--- config.mk ---
export PLATFORM = sky130hd
export DESIGN_NAME = battery_level_classifier_flat
export DESIGN_NICKNAME = d
export VERILOG_FILES = /design/src/blc_pkg.sv /design/src/blc_req_if.sv /design/src/blc_rsp_if.sv /design/src/battery_level_classifier.sv /design/src/flat_wrapper.sv
export VERILOG_INCLUDE_DIRS = /design/src /design/src/src
export SDC_FILE = /design/constraint.sdc
export NUM_CORES = 1
export LEC_CHECK = 0
export BUFFER_PORTS_ARGS = -buffer_cell sky130_fd_sc_hd__buf_2
export CORE_UTILIZATION = 50
export CTS_BUF_LIST = sky130_fd_sc_hd__clkbuf_16
export DETAILED_ROUTE_END_ITERATION = 10
export MAX_ROUTING_LAYER = met4
export PLACE_DENSITY = 0.68
export SYNTH_ARGS = -nofsm -noshare
export SYNTH_HDL_FRONTEND = slang
export SYNTH_SLANG_ARGS = --single-unit
--- constraint.sdc ---
create_clock -name clock -period 9 [get_ports clock]
set_input_delay 1.8 -clock clock [delete_from_list [all_inputs] [get_ports clock]]
set_output_delay 1.8 -clock clock [all_outputs]
set_load 0.01 [all_outputs]
--- src/battery_level_classifier_defines.svh ---
// Assertion macros for the battery level classifier.
// Included by the top level; depends on nothing else.
`ifndef BATTERY_LEVEL_CLASSIFIER_DEFINES_SVH
`define BATTERY_LEVEL_CLASSIFIER_DEFINES_SVH

// Same-cycle implication, disabled while reset is high.
`define BLC_ASSERT_IMP(label, clk, rst, ante, cons) \
   label: assert property (@(posedge clk) disable iff (rst) (ante) |-> (cons)) \
      else $error("battery level classifier: same-cycle check failed");

// Next-cycle implication, disabled while reset is high.
`define BLC_ASSERT_NEXT(label, clk, rst, ante, cons) \
   label: assert property (@(posedge clk) disable iff (rst) (ante) |=> (cons)) \
      else $error("battery level classifier: next-cycle check failed");

`endif

--- src/blc_pkg.sv ---
// Shared constants for the battery level classifier.
// Used by the channel interfaces and the top level; depends on nothing.
package blc_pkg;

   // Default parameter values.
   localparam int ADC_BITS_DEFAULT  = 12;
   localparam int FRAC_BITS_DEFAULT = 8;

   // Integer millivolt bits of the filter state.
   localparam int MV_INT_BITS = 13;
   localparam int LEVEL_W     = 3;

   // Configuration register indexes and port geometry.
   localparam int CSR_ADDR_W = 5;
   localparam int CSR_DATA_W = 32;
   localparam logic [2:0] REG_SCALE  = 3'd0;
   localparam logic [2:0] REG_OFFSET = 3'd1;
   localparam logic [2:0] REG_ALPHA  = 3'd2;
   localparam logic [2:0] REG_LEVEL4 = 3'd3;
   localparam logic [2:0] REG_LEVEL3 = 3'd4;
   localparam logic [2:0] REG_LEVEL2 = 3'd5;
   localparam logic [2:0] REG_LEVEL1 = 3'd6;
   localparam logic [2:0] REG_HYST   = 3'd7;

   // Register widths.
   localparam int SCALE_W  = 18;
   localparam int OFFSET_W = 10;
   localparam int ALPHA_W  = 9;
   localparam int HYST_W   = 10;

   // Register reset values.
   localparam logic [SCALE_W-1:0]     SCALE_RESET  = 18'd105627;
   localparam logic [OFFSET_W-1:0]    OFFSET_RESET = 10'd200;
   localparam logic [ALPHA_W-1:0]     ALPHA_RESET  = 9'd26;
   localparam logic [MV_INT_BITS-1:0] LEVEL4_RESET = 13'd4100;
   localparam logic [MV_INT_BITS-1:0] LEVEL3_RESET = 13'd3900;
   localparam logic [MV_INT_BITS-1:0] LEVEL2_RESET = 13'd3800;
   localparam logic [MV_INT_BITS-1:0] LEVEL1_RESET = 13'd3700;
   localparam logic [HYST_W-1:0]      HYST_RESET   = 10'd50;

   // Unity weight of the moving average in Q8.
   localparam logic [ALPHA_W-1:0] ALPHA_ONE = 9'd256;

   // Level codes.
   localparam logic [LEVEL_W-1:0] LEVEL_0        = 3'd0;
   localparam logic [LEVEL_W-1:0] LEVEL_1        = 3'd1;
   localparam logic [LEVEL_W-1:0] LEVEL_2        = 3'd2;
   localparam logic [LEVEL_W-1:0] LEVEL_3        = 3'd3;
   localparam logic [LEVEL_W-1:0] LEVEL_4        = 3'd4;
   localparam logic [LEVEL_W-1:0] LEVEL_CHARGING = 3'd5;
   localparam logic [LEVEL_W-1:0] LEVEL_NONE     = 3'd7;

endpackage

--- src/blc_req_if.sv ---
// Request channel of the battery level classifier: one sample and charger flag.
// Depends on blc_pkg.
interface blc_req_if
   import blc_pkg::*;
#(
   parameter int ADC_BITS = ADC_BITS_DEFAULT
);
   logic                valid;
   logic                ready;
   logic [ADC_BITS-1:0] adc_sample;
   logic                charging;

   modport source (output valid, output adc_sample, output charging, input ready);
   modport sink (input valid, input adc_sample, input charging, output ready);
endinterface

--- src/blc_rsp_if.sv ---
// Result channel of the battery level classifier: level, filtered voltage, change flag.
// Depends on blc_pkg.
interface blc_rsp_if
   import blc_pkg::*;
();
   logic                   valid;
   logic                   ready;
   logic [LEVEL_W-1:0]     level;
   logic [MV_INT_BITS-1:0] filtered_mv;
   logic                   level_changed;

   modport source (output valid, output level, output filtered_mv, output level_changed,
                   input ready);
   modport sink (input valid, input level, input filtered_mv, input level_changed,
                 output ready);
endinterface

--- src/battery_level_classifier.sv ---
// Top level of the battery level classifier: sequencer, shared multiplier, CSRs.
// Depends on blc_pkg, blc_req_if, blc_rsp_if and battery_level_classifier_defines.svh.

// Each request carries one converter sample and a charger flag and yields one result:
// the battery level (0 to 4, or 5 while charging), the integer millivolts of the
// smoothed voltage and a flag that is set when the level differs from the last one
// reported. One request is worked on at a time and req.ready is high only between
// requests. One multiplier is shared for the gain, the new-sample weight and the
// old-value weight (one product per cycle), and one comparator walks the levels from
// 4 down to 1, one level a cycle. The first request after reset seeds the filter and
// skips the two weighting products. A finished result waits in the output register,
// so the next request is taken while it is not yet collected. If that result is
// still waiting when the next one is finished, the sequencer holds in its last step
// until the waiting result is taken.
`include "battery_level_classifier_defines.svh"

module battery_level_classifier
   import blc_pkg::*;
#(
   parameter int ADC_BITS  = ADC_BITS_DEFAULT,
   parameter int FRAC_BITS = FRAC_BITS_DEFAULT
) (
   input  logic                  clock,
   input  logic                  reset,
   blc_req_if.sink               req,
   blc_rsp_if.source             rsp,
   input  logic                  csr_psel,
   input  logic                  csr_penable,
   input  logic                  csr_pwrite,
   input  logic [CSR_ADDR_W-1:0] csr_paddr,
   input  logic [CSR_DATA_W-1:0] csr_pwdata,
   output logic [CSR_DATA_W-1:0] csr_prdata,
   output logic                  csr_pready
);

   // Derived widths.
   localparam int ACC_W   = MV_INT_BITS + FRAC_BITS;
   localparam int MUL_A_W = (ADC_BITS > ALPHA_W) ? ADC_BITS : ALPHA_W;
   localparam int MUL_B_W = (ACC_W > SCALE_W) ? ACC_W : SCALE_W;
   localparam int PROD_W  = MUL_A_W + MUL_B_W;
   localparam int RAW_W   = PROD_W + 1;
   localparam int SUM_W   = ACC_W + ALPHA_W + 1;
   localparam int SHIFT   = 16 - FRAC_BITS;
   localparam logic [ACC_W-1:0] ACC_MAX = {ACC_W{1'b1}};
   localparam logic [SUM_W-1:0] ROUND   = SUM_W'(128);

   typedef enum logic [2:0] {
      ST_IDLE,
      ST_SCALE,
      ST_RAW,
      ST_WNEW,
      ST_WOLD,
      ST_AVG,
      ST_CLASS,
      ST_DONE
   } state_type;

   // Configuration registers.
   logic [SCALE_W-1:0]     scale_ff;
   logic [OFFSET_W-1:0]    offset_ff;
   logic [ALPHA_W-1:0]     alpha_ff;
   logic [MV_INT_BITS-1:0] level4_ff, level3_ff, level2_ff, level1_ff;
   logic [HYST_W-1:0]      hyst_ff;

   // Sequencer state and datapath registers.
   state_type              state_ff, state_in;
   logic [ADC_BITS-1:0]    adc_ff, adc_in;
   logic                   chg_ff, chg_in;
   logic [PROD_W-1:0]      prod_ff, prod_in;
   logic [ACC_W-1:0]       raw_ff, raw_in;
   logic [SUM_W-1:0]       sum_ff, sum_in;
   logic [ACC_W-1:0]       acc_ff, acc_in;
   logic                   primed_ff, primed_in;
   logic [LEVEL_W-1:0]     k_ff, k_in;
   logic [LEVEL_W-1:0]     lvl_ff, lvl_in;
   logic [LEVEL_W-1:0]     reported_ff, reported_in;
   logic [LEVEL_W-1:0]     hold_ff, hold_in;
   logic                   rsp_valid_ff, rsp_valid_in;
   logic [LEVEL_W-1:0]     rsp_level_ff, rsp_level_in;
   logic [MV_INT_BITS-1:0] rsp_mv_ff, rsp_mv_in;
   logic                   rsp_changed_ff, rsp_changed_in;

   // Shared multiplier operands and product.
   logic [MUL_A_W-1:0]     mul_a;
   logic [MUL_B_W-1:0]     mul_b;
   logic [PROD_W-1:0]      mul_p;
   logic [ALPHA_W-1:0]     alpha_eff;

   // Datapath intermediates.
   logic [RAW_W-1:0]       raw_sum;
   logic [ACC_W-1:0]       raw_sat;
   logic [SUM_W-1:0]       avg_total;
   logic [SUM_W-1:0]       avg_val;
   logic [MV_INT_BITS-1:0] thr_sel;
   logic [MV_INT_BITS-1:0] band;
   logic [MV_INT_BITS-1:0] bound_mv;
   logic                   hit;

   logic                   csr_write;

   // Configuration port: writes on the access phase, reads are combinational.
   assign csr_pready = 1'b1;
   assign csr_write  = csr_psel & csr_penable & csr_pwrite & csr_pready;

   always_ff @(posedge clock) begin
      if (reset) begin
         scale_ff  <= SCALE_RESET;
         offset_ff <= OFFSET_RESET;
         alpha_ff  <= ALPHA_RESET;
         level4_ff <= LEVEL4_RESET;
         level3_ff <= LEVEL3_RESET;
         level2_ff <= LEVEL2_RESET;
         level1_ff <= LEVEL1_RESET;
         hyst_ff   <= HYST_RESET;
      end else if (csr_write) begin
         case (csr_paddr[4:2])
            REG_SCALE:  scale_ff  <= csr_pwdata[SCALE_W-1:0];
            REG_OFFSET: offset_ff <= csr_pwdata[OFFSET_W-1:0];
            REG_ALPHA:  alpha_ff  <= csr_pwdata[ALPHA_W-1:0];
            REG_LEVEL4: level4_ff <= csr_pwdata[MV_INT_BITS-1:0];
            REG_LEVEL3: level3_ff <= csr_pwdata[MV_INT_BITS-1:0];
            REG_LEVEL2: level2_ff <= csr_pwdata[MV_INT_BITS-1:0];
            REG_LEVEL1: level1_ff <= csr_pwdata[MV_INT_BITS-1:0];
            REG_HYST:   hyst_ff   <= csr_pwdata[HYST_W-1:0];
            default:    hyst_ff   <= hyst_ff;
         endcase
      end
   end

   always_comb begin
      case (csr_paddr[4:2])
         REG_SCALE:  csr_prdata = CSR_DATA_W'(scale_ff);
         REG_OFFSET: csr_prdata = CSR_DATA_W'(offset_ff);
         REG_ALPHA:  csr_prdata = CSR_DATA_W'(alpha_ff);
         REG_LEVEL4: csr_prdata = CSR_DATA_W'(level4_ff);
         REG_LEVEL3: csr_prdata = CSR_DATA_W'(level3_ff);
         REG_LEVEL2: csr_prdata = CSR_DATA_W'(level2_ff);
         REG_LEVEL1: csr_prdata = CSR_DATA_W'(level1_ff);
         REG_HYST:   csr_prdata = CSR_DATA_W'(hyst_ff);
         default:    csr_prdata = '0;
      endcase
   end

   // Weight of the new sample, clamped to unity.
   assign alpha_eff = (alpha_ff > ALPHA_ONE) ? ALPHA_ONE : alpha_ff;

   // Multiplier operand selection by sequencer step.
   always_comb begin
      case (state_ff)
         ST_SCALE: begin
            mul_a = MUL_A_W'(adc_ff);
            mul_b = MUL_B_W'(scale_ff);
         end
         ST_WNEW: begin
            mul_a = MUL_A_W'(alpha_eff);
            mul_b = MUL_B_W'(raw_ff);
         end
         ST_WOLD: begin
            mul_a = MUL_A_W'(ALPHA_ONE - alpha_eff);
            mul_b = MUL_B_W'(acc_ff);
         end
         default: begin
            mul_a = '0;
            mul_b = '0;
         end
      endcase
   end

   // Full-width product of the shared multiplier.
   assign mul_p = mul_a * mul_b;

   // Scaled sample plus offset, saturated to the filter range.
   assign raw_sum = RAW_W'(prod_ff >> SHIFT) + (RAW_W'(offset_ff) << FRAC_BITS);
   assign raw_sat = (raw_sum > RAW_W'(ACC_MAX)) ? ACC_MAX : raw_sum[ACC_W-1:0];

   // Weighted sum with rounding, then the Q8 shift back to filter format.
   assign avg_total = sum_ff + SUM_W'(prod_ff);
   assign avg_val   = avg_total >> 8;

   // Threshold for the level under test; the held level gets the hysteresis band.
   always_comb begin
      case (k_ff)
         LEVEL_4: thr_sel = level4_ff;
         LEVEL_3: thr_sel = level3_ff;
         LEVEL_2: thr_sel = level2_ff;
         default: thr_sel = level1_ff;
      endcase
   end

   assign band     = (hold_ff == k_ff) ? MV_INT_BITS'(hyst_ff) : '0;
   assign bound_mv = thr_sel - band;
   assign hit      = (band > thr_sel) || (acc_ff > (ACC_W'(bound_mv) << FRAC_BITS));

   // Sequencer next-state logic.
   always_comb begin
      state_in       = state_ff;
      adc_in         = adc_ff;
      chg_in         = chg_ff;
      prod_in        = mul_p;
      raw_in         = raw_ff;
      sum_in         = sum_ff;
      acc_in         = acc_ff;
      primed_in      = primed_ff;
      k_in           = k_ff;
      lvl_in         = lvl_ff;
      reported_in    = reported_ff;
      hold_in        = hold_ff;
      rsp_valid_in   = rsp_valid_ff & ~rsp.ready;
      rsp_level_in   = rsp_level_ff;
      rsp_mv_in      = rsp_mv_ff;
      rsp_changed_in = rsp_changed_ff;

      case (state_ff)
         ST_IDLE: begin
            if (req.valid) begin
               adc_in   = req.adc_sample;
               chg_in   = req.charging;
               state_in = ST_SCALE;
            end
         end
         ST_SCALE: begin
            state_in = ST_RAW;
         end
         ST_RAW: begin
            raw_in = raw_sat;
            if (!primed_ff) begin
               acc_in    = raw_sat;
               primed_in = 1'b1;
               k_in      = LEVEL_4;
               state_in  = ST_CLASS;
            end else begin
               state_in = ST_WNEW;
            end
         end
         ST_WNEW: begin
            state_in = ST_WOLD;
         end
         ST_WOLD: begin
            sum_in   = SUM_W'(prod_ff) + ROUND;
            state_in = ST_AVG;
         end
         ST_AVG: begin
            acc_in   = (avg_val > SUM_W'(ACC_MAX)) ? ACC_MAX : avg_val[ACC_W-1:0];
            k_in     = LEVEL_4;
            state_in = ST_CLASS;
         end
         ST_CLASS: begin
            // One level per cycle, from the top down; none found gives level 0.
            if (chg_ff) begin
               lvl_in   = LEVEL_CHARGING;
               state_in = ST_DONE;
            end else if (hit) begin
               lvl_in   = k_ff;
               state_in = ST_DONE;
            end else if (k_ff == LEVEL_1) begin
               lvl_in   = LEVEL_0;
               state_in = ST_DONE;
            end else begin
               k_in = k_ff - LEVEL_1;
            end
         end
         ST_DONE: begin
            // Load the output register once it is free or being emptied.
            if (!rsp_valid_ff || rsp.ready) begin
               rsp_valid_in   = 1'b1;
               rsp_level_in   = lvl_ff;
               rsp_mv_in      = acc_ff[FRAC_BITS +: MV_INT_BITS];
               rsp_changed_in = (lvl_ff != reported_ff);
               if (lvl_ff != reported_ff) begin
                  reported_in = lvl_ff;
                  hold_in     = lvl_ff;
               end
               state_in = ST_IDLE;
            end
         end
         default: begin
            state_in = ST_IDLE;
         end
      endcase
   end

   // State and registered outputs.
   always_ff @(posedge clock) begin
      if (reset) begin
         state_ff     <= ST_IDLE;
         acc_ff       <= '0;
         primed_ff    <= 1'b0;
         reported_ff  <= LEVEL_0;
         hold_ff      <= LEVEL_NONE;
         rsp_valid_ff <= 1'b0;
      end else begin
         state_ff     <= state_in;
         acc_ff       <= acc_in;
         primed_ff    <= primed_in;
         reported_ff  <= reported_in;
         hold_ff      <= hold_in;
         rsp_valid_ff <= rsp_valid_in;
      end
      adc_ff         <= adc_in;
      chg_ff         <= chg_in;
      prod_ff        <= prod_in;
      raw_ff         <= raw_in;
      sum_ff         <= sum_in;
      k_ff           <= k_in;
      lvl_ff         <= lvl_in;
      rsp_level_ff   <= rsp_level_in;
      rsp_mv_ff      <= rsp_mv_in;
      rsp_changed_ff <= rsp_changed_in;
   end

   // Channel outputs.
   assign req.ready         = (state_ff == ST_IDLE);
   assign rsp.valid         = rsp_valid_ff;
   assign rsp.level         = rsp_level_ff;
   assign rsp.filtered_mv   = rsp_mv_ff;
   assign rsp.level_changed = rsp_changed_ff;

   // An accepted request keeps the sequencer busy on the next cycle.
   `BLC_ASSERT_NEXT(a_busy_after_accept, clock, reset, req.valid && req.ready, !req.ready)
   // A waiting result never carries a level code above charging.
   `BLC_ASSERT_IMP(a_level_range, clock, reset, rsp.valid, rsp.level <= LEVEL_CHARGING)
   // The waiting result always holds the most recently reported level.
   `BLC_ASSERT_IMP(a_report_tracks, clock, reset, rsp.valid, rsp.level == reported_ff)
   // The held level is either unset or equal to the reported level.
   `BLC_ASSERT_IMP(a_hold_consistent, clock, reset, 1'b1,
                   hold_ff == LEVEL_NONE || hold_ff == reported_ff)

endmodule

--- src/flat_wrapper.sv ---
// flat-port wrapper written by rule: the top's interface ports become plain ports
module battery_level_classifier_flat import blc_pkg::*;
#(
   parameter int ADC_BITS  = ADC_BITS_DEFAULT,
   parameter int FRAC_BITS = FRAC_BITS_DEFAULT
)
  (clock, reset, csr_psel, csr_penable, csr_pwrite, csr_paddr, csr_pwdata, csr_prdata, csr_pready, req_valid, req_adc_sample, req_charging, req_ready, rsp_valid, rsp_level, rsp_filtered_mv, rsp_level_changed, rsp_ready);
  blc_req_if #(.ADC_BITS(ADC_BITS)) req_i ();
  blc_rsp_if rsp_i ();
  input  logic clock;
  input  logic reset;
  input  logic csr_psel;
  input  logic csr_penable;
  input  logic csr_pwrite;
  input  logic [CSR_ADDR_W-1:0] csr_paddr;
  input  logic [CSR_DATA_W-1:0] csr_pwdata;
  output logic [CSR_DATA_W-1:0] csr_prdata;
  output logic csr_pready;
  input wire logic [$bits(req_i.valid)-1:0] req_valid;
  input wire logic [$bits(req_i.adc_sample)-1:0] req_adc_sample;
  input wire logic [$bits(req_i.charging)-1:0] req_charging;
  output wire logic [$bits(req_i.ready)-1:0] req_ready;
  output wire logic [$bits(rsp_i.valid)-1:0] rsp_valid;
  output wire logic [$bits(rsp_i.level)-1:0] rsp_level;
  output wire logic [$bits(rsp_i.filtered_mv)-1:0] rsp_filtered_mv;
  output wire logic [$bits(rsp_i.level_changed)-1:0] rsp_level_changed;
  input wire logic [$bits(rsp_i.ready)-1:0] rsp_ready;
  assign req_i.valid = req_valid;
  assign req_i.adc_sample = req_adc_sample;
  assign req_i.charging = req_charging;
  assign req_ready = req_i.ready;
  assign rsp_valid = rsp_i.valid;
  assign rsp_level = rsp_i.level;
  assign rsp_filtered_mv = rsp_i.filtered_mv;
  assign rsp_level_changed = rsp_i.level_changed;
  assign rsp_i.ready = rsp_ready;
  battery_level_classifier #(.ADC_BITS(ADC_BITS), .FRAC_BITS(FRAC_BITS)) u_core (.clock(clock), .reset(reset), .req(req_i), .rsp(rsp_i), .csr_psel(csr_psel), .csr_penable(csr_penable), .csr_pwrite(csr_pwrite), .csr_paddr(csr_paddr), .csr_pwdata(csr_pwdata), .csr_prdata(csr_prdata), .csr_pready(csr_pready));
endmodule
==> out/qor.yml, run 1 <==
worst_setup_path:
  critical_path.endpoint: "u_core.prod_ff[26]"
  crit-reg2reg-launch: "u_core.alpha_ff[8]"
  cp_num_cells: 26
  worst-r2r-cell-count: 26
  worstReg2RegEnd: "u_core.prod_ff[26]"
  critPathLaunchType: "flop"
  timing.critical_path.slowest_cell_delay_ns: 0.73
  crit_path_start: "u_core.alpha_ff[8]"
  buffering_stage_count_on_the_worst_path_with_inverters_included: 4
  timing.critical_path.to_type: "flop"
  critPathSlowestCell: "o22ai_1"
  most_frequent_cp_cell: "fa_1"
  reg2reg_setup_slack_ns: 1.13
  cp.required_ns: 9.51
  critical_path.top_delay_family: "adder cells"
  critical_path.max_fanout: 11
  crit_path_arrival_time_ns: 8.37
  crit_type: "reg -> reg"
power_and_ir_drop:
  total_switching_power_mw: 1.419
  p_int_mw: 2.322
  power.density_mw_per_mm2: 157.9
  irDropWorstVdd_mv: 0.1575
  p_comb_frac: 0.333
  p_total_mw: 3.741
  switching_part_of_the_total_power: 0.3793
  seq_power_share: 0.377
  power.clock.fraction: 0.290
  power.leakage_nw: 10.34
detailed_routing:
  drc: 0
  postRouteAntennaNets: 0
  dr.pass1.iters: 5
  routed_wire_length_per_instance_um: 20.01
  avgViaCountPerCell: 5.823
  via_count: 18120
  drt-initial-drc-count: 1683
  finalWirelength_um: 62280
logic_synthesis:
  synth_area_leaders: "fa_1 (18%), dfxtp_1 (15%), edfxtp_1 (12%)"
  synthDistinctLibCells: 80
  yosys.area.top_type: "fa_1"
  yosys.cell_count.top_type: "nand2_1"
  synth.yosys.warnings: 0
  syn-mean-instance-area_um2: 8.836
  synth_top_area_frac: 0.1758
  most_common_library_cells_after_synthesis: "nand2_1 (353), inv_1 (277), fa_1 (192)"
  ys_seq_elements: 252
  synth_enable_flop_cells: 88
  register_area_share_after_synthesis: 0.2710
  synthFlopType: "dfxtp_1"
  postSynth.asyncResetShare: 0
  synthCells: 2475
  syn_area_mm2: 0.02187
floorplanning:
  die_x_um: 211.1
  chipHeight_um: 211.1
  top_level_i_o_count: 109
  core-area_mm2: 0.04308
  die_ar_mm2: 0.04458
  start_util: 0.5077
  placementRows: 76
timing:
  hold_vio_cnt_final: 0
  fin_tns_setup_ns: 0
  tightest_slew_ns: 1.195
  slew_headroom: 0.1988
  rsz0062_at_grt: "no"
  finalSetupViolCount: 0
  max_clock_freq_mhz: 127.1
  final_period_util: 0.8739
  timing.final.crit_period_ns: 7.865
  final.hold.worst_slack_ns: 0.4354
  final-max-slew-violation-count: 0
  fin_skew_ns: 0.02336
global_routing:
  grt_pass1_wl_um: 99240
  number_of_global_route_vias_before_repair: 18489
  globalRoute.totalOverflow: 0
  pin_count_of_the_biggest_net_entering_global_routing: 102
  aggregate_global_route_resource_usage: 0.2927
  antenna_violations_before_repair: 0
clock_network:
  cts_max_path_buffers: 3
  cts_setup_buffers: 0
  h-tree-depth: 1
  cts-root-buf: "clkbuf_16"
  clock_transition_at_the_register_clock_pins_on_the_worst_setup_and_hold_paths_after_cts_ns: 0.06
  tritoncts: "built"
  ctsHoldBuffers: 0
  cts_inserted_buffers: 29
  cts_repair_resize_count: 0
  clk-insertion-delay-late_ns: 0.58
  cts_num_sinks: 252
final_layout:
  n_antenna_cell: 0
  drive_gt1_frac: 0.07796
  final_nets: 2893
  area_growth_from_synthesis_to_final_layout_pct: 8.348
  final_util: 0.5500
  fillerInstances: 3985
outcome:
  outcome: "finished, final reports clean"
min_path:
  hold_class: "reg -> reg"
  hold_path.startpoint: "u_core.prod_ff[2]"
place:
  place_congestion: 0.9451
  detailed_place_hpwl_um: 47720
  port_buffers: 77
job:
  maxCapViolCount: 0
[placed cells by master (no fill, tap or decap), types with 24 or more instances in the layout]
cell	Yosys	layout
nand2_1	353	353
inv_1	277	284
fa_1	192	192
dfxtp_1	164	163
nor2_1	151	149
ha_1	140	140
a21oi_1	122	122
edfxtp_1	88	88
and2_1	86	86
o21ai_0	81	77
mux2i_1	76	76
buf_2	5	76
nand3_1	59	59
xnor2_1	58	58
nor2b_1	50	50
buf_4	16	44
a211o_1	38	38
xor2_1	35	35
a21o_1	32	32
clkbuf_16	0	29
conb_1	2	24
[area by class of cell]
class,count,area [um^2],share of cell area
Tap cell,585,732.0,0.03089
Multi-Input combinational cell,1824,14420,0.6087
Clock inverter,25,136.4,0.005756
Sequential cell,252,5927,0.2501
Inverter,277,1040,0.04388
Clock buffer,29,725.7,0.03063
Timing Repair Buffer,120,710.7,0.02999
[cell families (layout without fill, tap and decap cells)]
logic type / Yosys count / in the layout / synth area share
simple gates: 836 / 836 / 0.1794
xor+xnor: 93 / 93 / 0.03725
compound gates: 456 / 456 / 0.1412
fa+ha+maj: 332 / 332 / 0.2559
buf+inv: 421 / 451 / 0.07558
flops: 252 / 252 / 0.2710
mux: 83 / 83 / 0.03942
other cells: 2 / 24 / 0.0003434
[flip-flops by register name (all words and copies together), names as in the netlist, 3 cells and up]
register and flops:
u_core.level4_ff 13, u_core.hold_ff 3, u_core.rsp.level 3, u_core.lvl_ff 3, u_core.level3_ff 13, u_core.scale_ff 18, u_core.sum_ff 31, u_core.level1_ff 13
u_core.acc_ff 21, u_core.raw_ff 21, u_core.alpha_ff 9, u_core.state_ff 3, u_core.level2_ff 13, u_core.offset_ff 10, u_core.prod_ff 33, u_core.rsp.filtered_mv 13
u_core.reported_ff 3, u_core.k_ff 3, u_core.hyst_ff 10, u_core.adc_ff 12
[worst min-delay path by stage]
stage | to | slack, ns | cells past startpoint
floorplan | u_core.sum_ff[0] | 0.41 | 0
global placement | u_core.sum_ff[5] | 0.42 | 0
detailed placement | u_core.sum_ff[4] | 0.43 | 0
CTS | u_core.sum_ff[4] | 0.44 | 0
global route | u_core.sum_ff[0] | 0.45 | 0
finish | u_core.sum_ff[2] | 0.44 | 0
[power by group through the flow]
stage | sequential (mW) | clock (mW) | combinational, mW
6_report | 1.41 | 1.09 | 1.25
5_1_grt | 1.41 | 1.14 | 1.38
4_1_cts | 1.41 | 1.10 | 1.23
3_5_place_dp | 1.43 | 0 | 1.22
3_3_place_gp | 1.43 | 0 | 1.20
2_1_floorplan | 1.36 | 0 | 0.901
[stage by stage]
step / cells / instance area (um^2) / worst slack (ns)
floorplan: 2497 / 21950 / 1.604
global placement: 3058 / 22830 / 1.382
detailed placement: 3058 / 22830 / 1.220
CTS: 3112 / 23690 / 1.183
global route: 3112 / 23690 / 0.6422
finish: 3112 / 23690 / 1.135
[layer usage]
layer	up-vias	global-route usage	share of wire
li1	8339	-	-
met1	9003	0.3710	0.42
met2	645	0.4850	0.48
met3	133	0.03301	0.064
met4	0	0.1022	0.035
met5	-	-	0
(Power assumes the default switching activity.)
==> run 2: changes to the inputs <==
clock period = 10 ns   (was 9 ns; I/O delays follow)
==> out/qor.yml, run 2 (synthesized netlist as in run 1, its figures left out) <==
outcome:
  outcome: "finished, final reports clean"
clock_network:
  cts_setup_buffers: 0  # unchanged
  clock_transition_at_the_register_clock_pins_on_the_worst_setup_and_hold_paths_after_cts_ns: 0.06  # about the same
  cts_repair_resize_count: 0  # unchanged
  cts_inserted_buffers: 28  # -3.4%
  cts-root-buf: "clkbuf_16"
  ctsHoldBuffers: 0  # unchanged
  cts_num_sinks: 252  # unchanged
  clk-insertion-delay-late_ns: 0.58  # about the same
  h-tree-depth: 1  # unchanged
  tritoncts: "built"
  cts_max_path_buffers: 3  # unchanged
power_and_ir_drop:
  power.clock.fraction: 0.280  # -0.010
  p_total_mw: 3.330  # -11%
  switching_part_of_the_total_power: 0.3795  # about the same
  total_switching_power_mw: 1.264  # -11%
  power.density_mw_per_mm2: 140.8  # -11%
  power.leakage_nw: 10.33  # about the same
  p_int_mw: 2.066  # -11%
  p_comb_frac: 0.339  # +0.006
  seq_power_share: 0.381  # +0.004
  irDropWorstVdd_mv: 0.1397  # -11%
final_layout:
  area_growth_from_synthesis_to_final_layout_pct: 8.159
  largest_register: "u_core.prod_ff"
  drive_gt1_frac: 0.07650  # -0.001462
  final_nets: 2894  # +0.035%
  layout.cells.most_common: "nand2_1"
  largest_reg_flops: 33  # unchanged
  n_antenna_cell: 0  # unchanged
  biggestRegsByFlops: "u_core.prod_ff x33, u_core.sum_ff x31"
  final_cell_count_no_fill: 3108  # -0.13%
  layout_common_cells: "nand2_1 (353), inv_1 (288), fa_1 (192)"
detailed_routing:
  via_count: 18052  # -0.38%
  routed_wire_length_per_instance_um: 20.09  # +0.40%
  avgViaCountPerCell: 5.808  # -0.25%
  dr.pass1.iters: 6  # +1
  postRouteAntennaNets: 0  # unchanged
  drc: 0  # unchanged
  finalWirelength_um: 62450  # +0.27%
  drt-initial-drc-count: 1659  # -1.4%
worst_setup_path:
  crit_path_cell_trace: "nand2b_1 > nor2_4 > buf_4 > a21oi_1 > inv_1 > nand2_1 > fa_1 > fa_1 > inv_1 > fa_1 > fa_1 > inv_1 > fa_1 > inv_1 > ha_1 > a21o_1 > a21o_1 > or4_4 > a2111oi_4 > o31ai_1 > a211oi_2 > xnor2_1"
  most_frequent_cp_cell: "fa_1"
  timing.critical_path.to_type: "flop"
  critPathSlowestCell: "dfxtp_1"
  crit_path_arrival_time_ns: 8.25  # -0.12 ns
  worst-r2r-cell-count: 22  # -15%
  crit_type: "reg -> reg"
  timing.critical_path.slowest_cell_delay_ns: 0.58  # -0.15 ns
  cp.required_ns: 10.48  # +0.97 ns
  worstReg2RegEnd: "u_core.prod_ff[28]"
  buffering_stage_count_on_the_worst_path_with_inverters_included: 5  # +1
  critical_path.max_fanout: 50  # +39
  critical_path.top_delay_family: "adder cells"
  cp_num_cells: 22  # -15%
  critPathLaunchType: "flop"
  reg2reg_setup_slack_ns: 2.22  # +1.09 ns
  crit-reg2reg-launch: "u_core.state_ff[2]"
timing:
  hold_vio_cnt_final: 0  # unchanged
  fin_tns_setup_ns: 0  # unchanged
  tightest_slew_ns: 1.145  # -0.04982 ns
  max_clock_freq_mhz: 128.6  # +1.2%
  final.hold.worst_slack_ns: 0.4399  # +0.004520 ns
  fin_skew_ns: 0.03173  # +0.008365 ns
  timing.final.crit_period_ns: 7.776  # -0.08955 ns
  finalSetupViolCount: 0  # unchanged
  rsz0062_at_grt: "no"
  layout_setup_ws_ns: 2.224  # +1.090 ns
  final-max-slew-violation-count: 0  # unchanged
  slew_headroom: 0.2322  # +0.03339
  final_period_util: 0.7776  # -0.09635
min_path:
  hold_class: "reg -> reg"
  min_to: "u_core.sum_ff[2]"
  whs_path_depth: 0  # unchanged
  hold_path.startpoint: "u_core.prod_ff[2]"
global_routing:
  pin_count_of_the_biggest_net_entering_global_routing: 102  # unchanged
  grt_pass1_wl_um: 97990  # -1.3%
  globalRoute.totalOverflow: 0  # unchanged
  aggregate_global_route_resource_usage: 0.2904  # -0.002390
  number_of_global_route_vias_before_repair: 17949  # -2.9%
  antenna_violations_before_repair: 0  # unchanged
floorplanning:
  die_ar_mm2: 0.04458  # unchanged
  chipHeight_um: 211.1  # unchanged
  top_level_i_o_count: 109  # unchanged
  start_util: 0.5077  # unchanged
  placementRows: 76  # unchanged
  core-area_mm2: 0.04308  # unchanged
  die_x_um: 211.1  # unchanged
place:
  dpl.cell_count: 3060  # +0.065%
  port_buffers: 77  # unchanged
  place_congestion: 0.9503  # +0.55%
  detailed_place_hpwl_um: 47710  # about the same
  place_ws_ns: 2.230  # +1.010 ns
job:
  maxCapViolCount: 0  # unchanged
## run 2: power by group through the flow
| stage | sequential (mW) | clock, mW | combinational [mW] |
|---|---|---|---|
| 2_1_floorplan | 1.22 | 0 | 0.811 |
| 3_3_place_gp | 1.29 | 0 | 1.09 |
| 3_5_place_dp | 1.29 | 0 | 1.11 |
| 4_1_cts | 1.27 | 0.950 | 1.11 |
| 5_1_grt | 1.27 | 0.988 | 1.25 |
| 6_report | 1.27 | 0.932 | 1.13 |
## run 2: metal layers
metal / GRT usage / up-vias / share of wire
met5: - / - / 0
met4: 0.08296 / 0 / 0.029
met3: 0.03197 / 122 / 0.065
met2: 0.4836 / 666 / 0.49
met1: 0.3734 / 8915 / 0.42
li1: - / 8349 / -
## run 2: how the worst max path moves through the flow
stage	start	to
2_1_floorplan	u_core.state_ff[2]	u_core.prod_ff[28]
3_3_place_gp	u_core.state_ff[2]	u_core.prod_ff[28]
3_5_place_dp	u_core.state_ff[2]	u_core.prod_ff[28]
4_1_cts	u_core.state_ff[2]	u_core.prod_ff[28]
5_1_grt	u_core.state_ff[2]	u_core.prod_ff[26]
6_report	u_core.state_ff[2]	u_core.prod_ff[28]
## run 2: through the flow
| step | instance area, um^2 | utilization |
|---|---|---|
| after detailed placement | 22840 | 0.5303 |
| after global placement | 22840 | 0.5303 |
| after floorplan | 21950 | - |
| after global routing | 23650 | 0.5491 |
| after CTS | 23650 | 0.5491 |
| final | 23650 | 0.5491 |
## run 2: area by class of cell
| cell class | instances | area, um^2 |
|---|---|---|
| multi-input combinational | 1824 | 14420 |
| fill | 3989 | 19420 |
| timing repair buffer | 122 | 725.7 |
| sequential | 252 | 5927 |
| inverter | 277 | 1040 |
| tap | 585 | 732.0 |
| clock inverter | 20 | 110.1 |
| clock buffer | 28 | 700.7 |
## run 2: worst register-to-register path: cells and delay by family, from the launching register on
| kind | cells | cell delay [ns] |
|---|---|---|
| AO/OA/AOI/OAI | 6 | 1.67 |
| XOR/XNOR | 1 | 0.14 |
| adder cells (fa/ha/maj) | 6 | 3.06 |
| buffers and inverters | 5 | 1.07 |
| flip-flops | 1 | 0.58 |
| AND/OR/NAND/NOR | 4 | 1.18 |
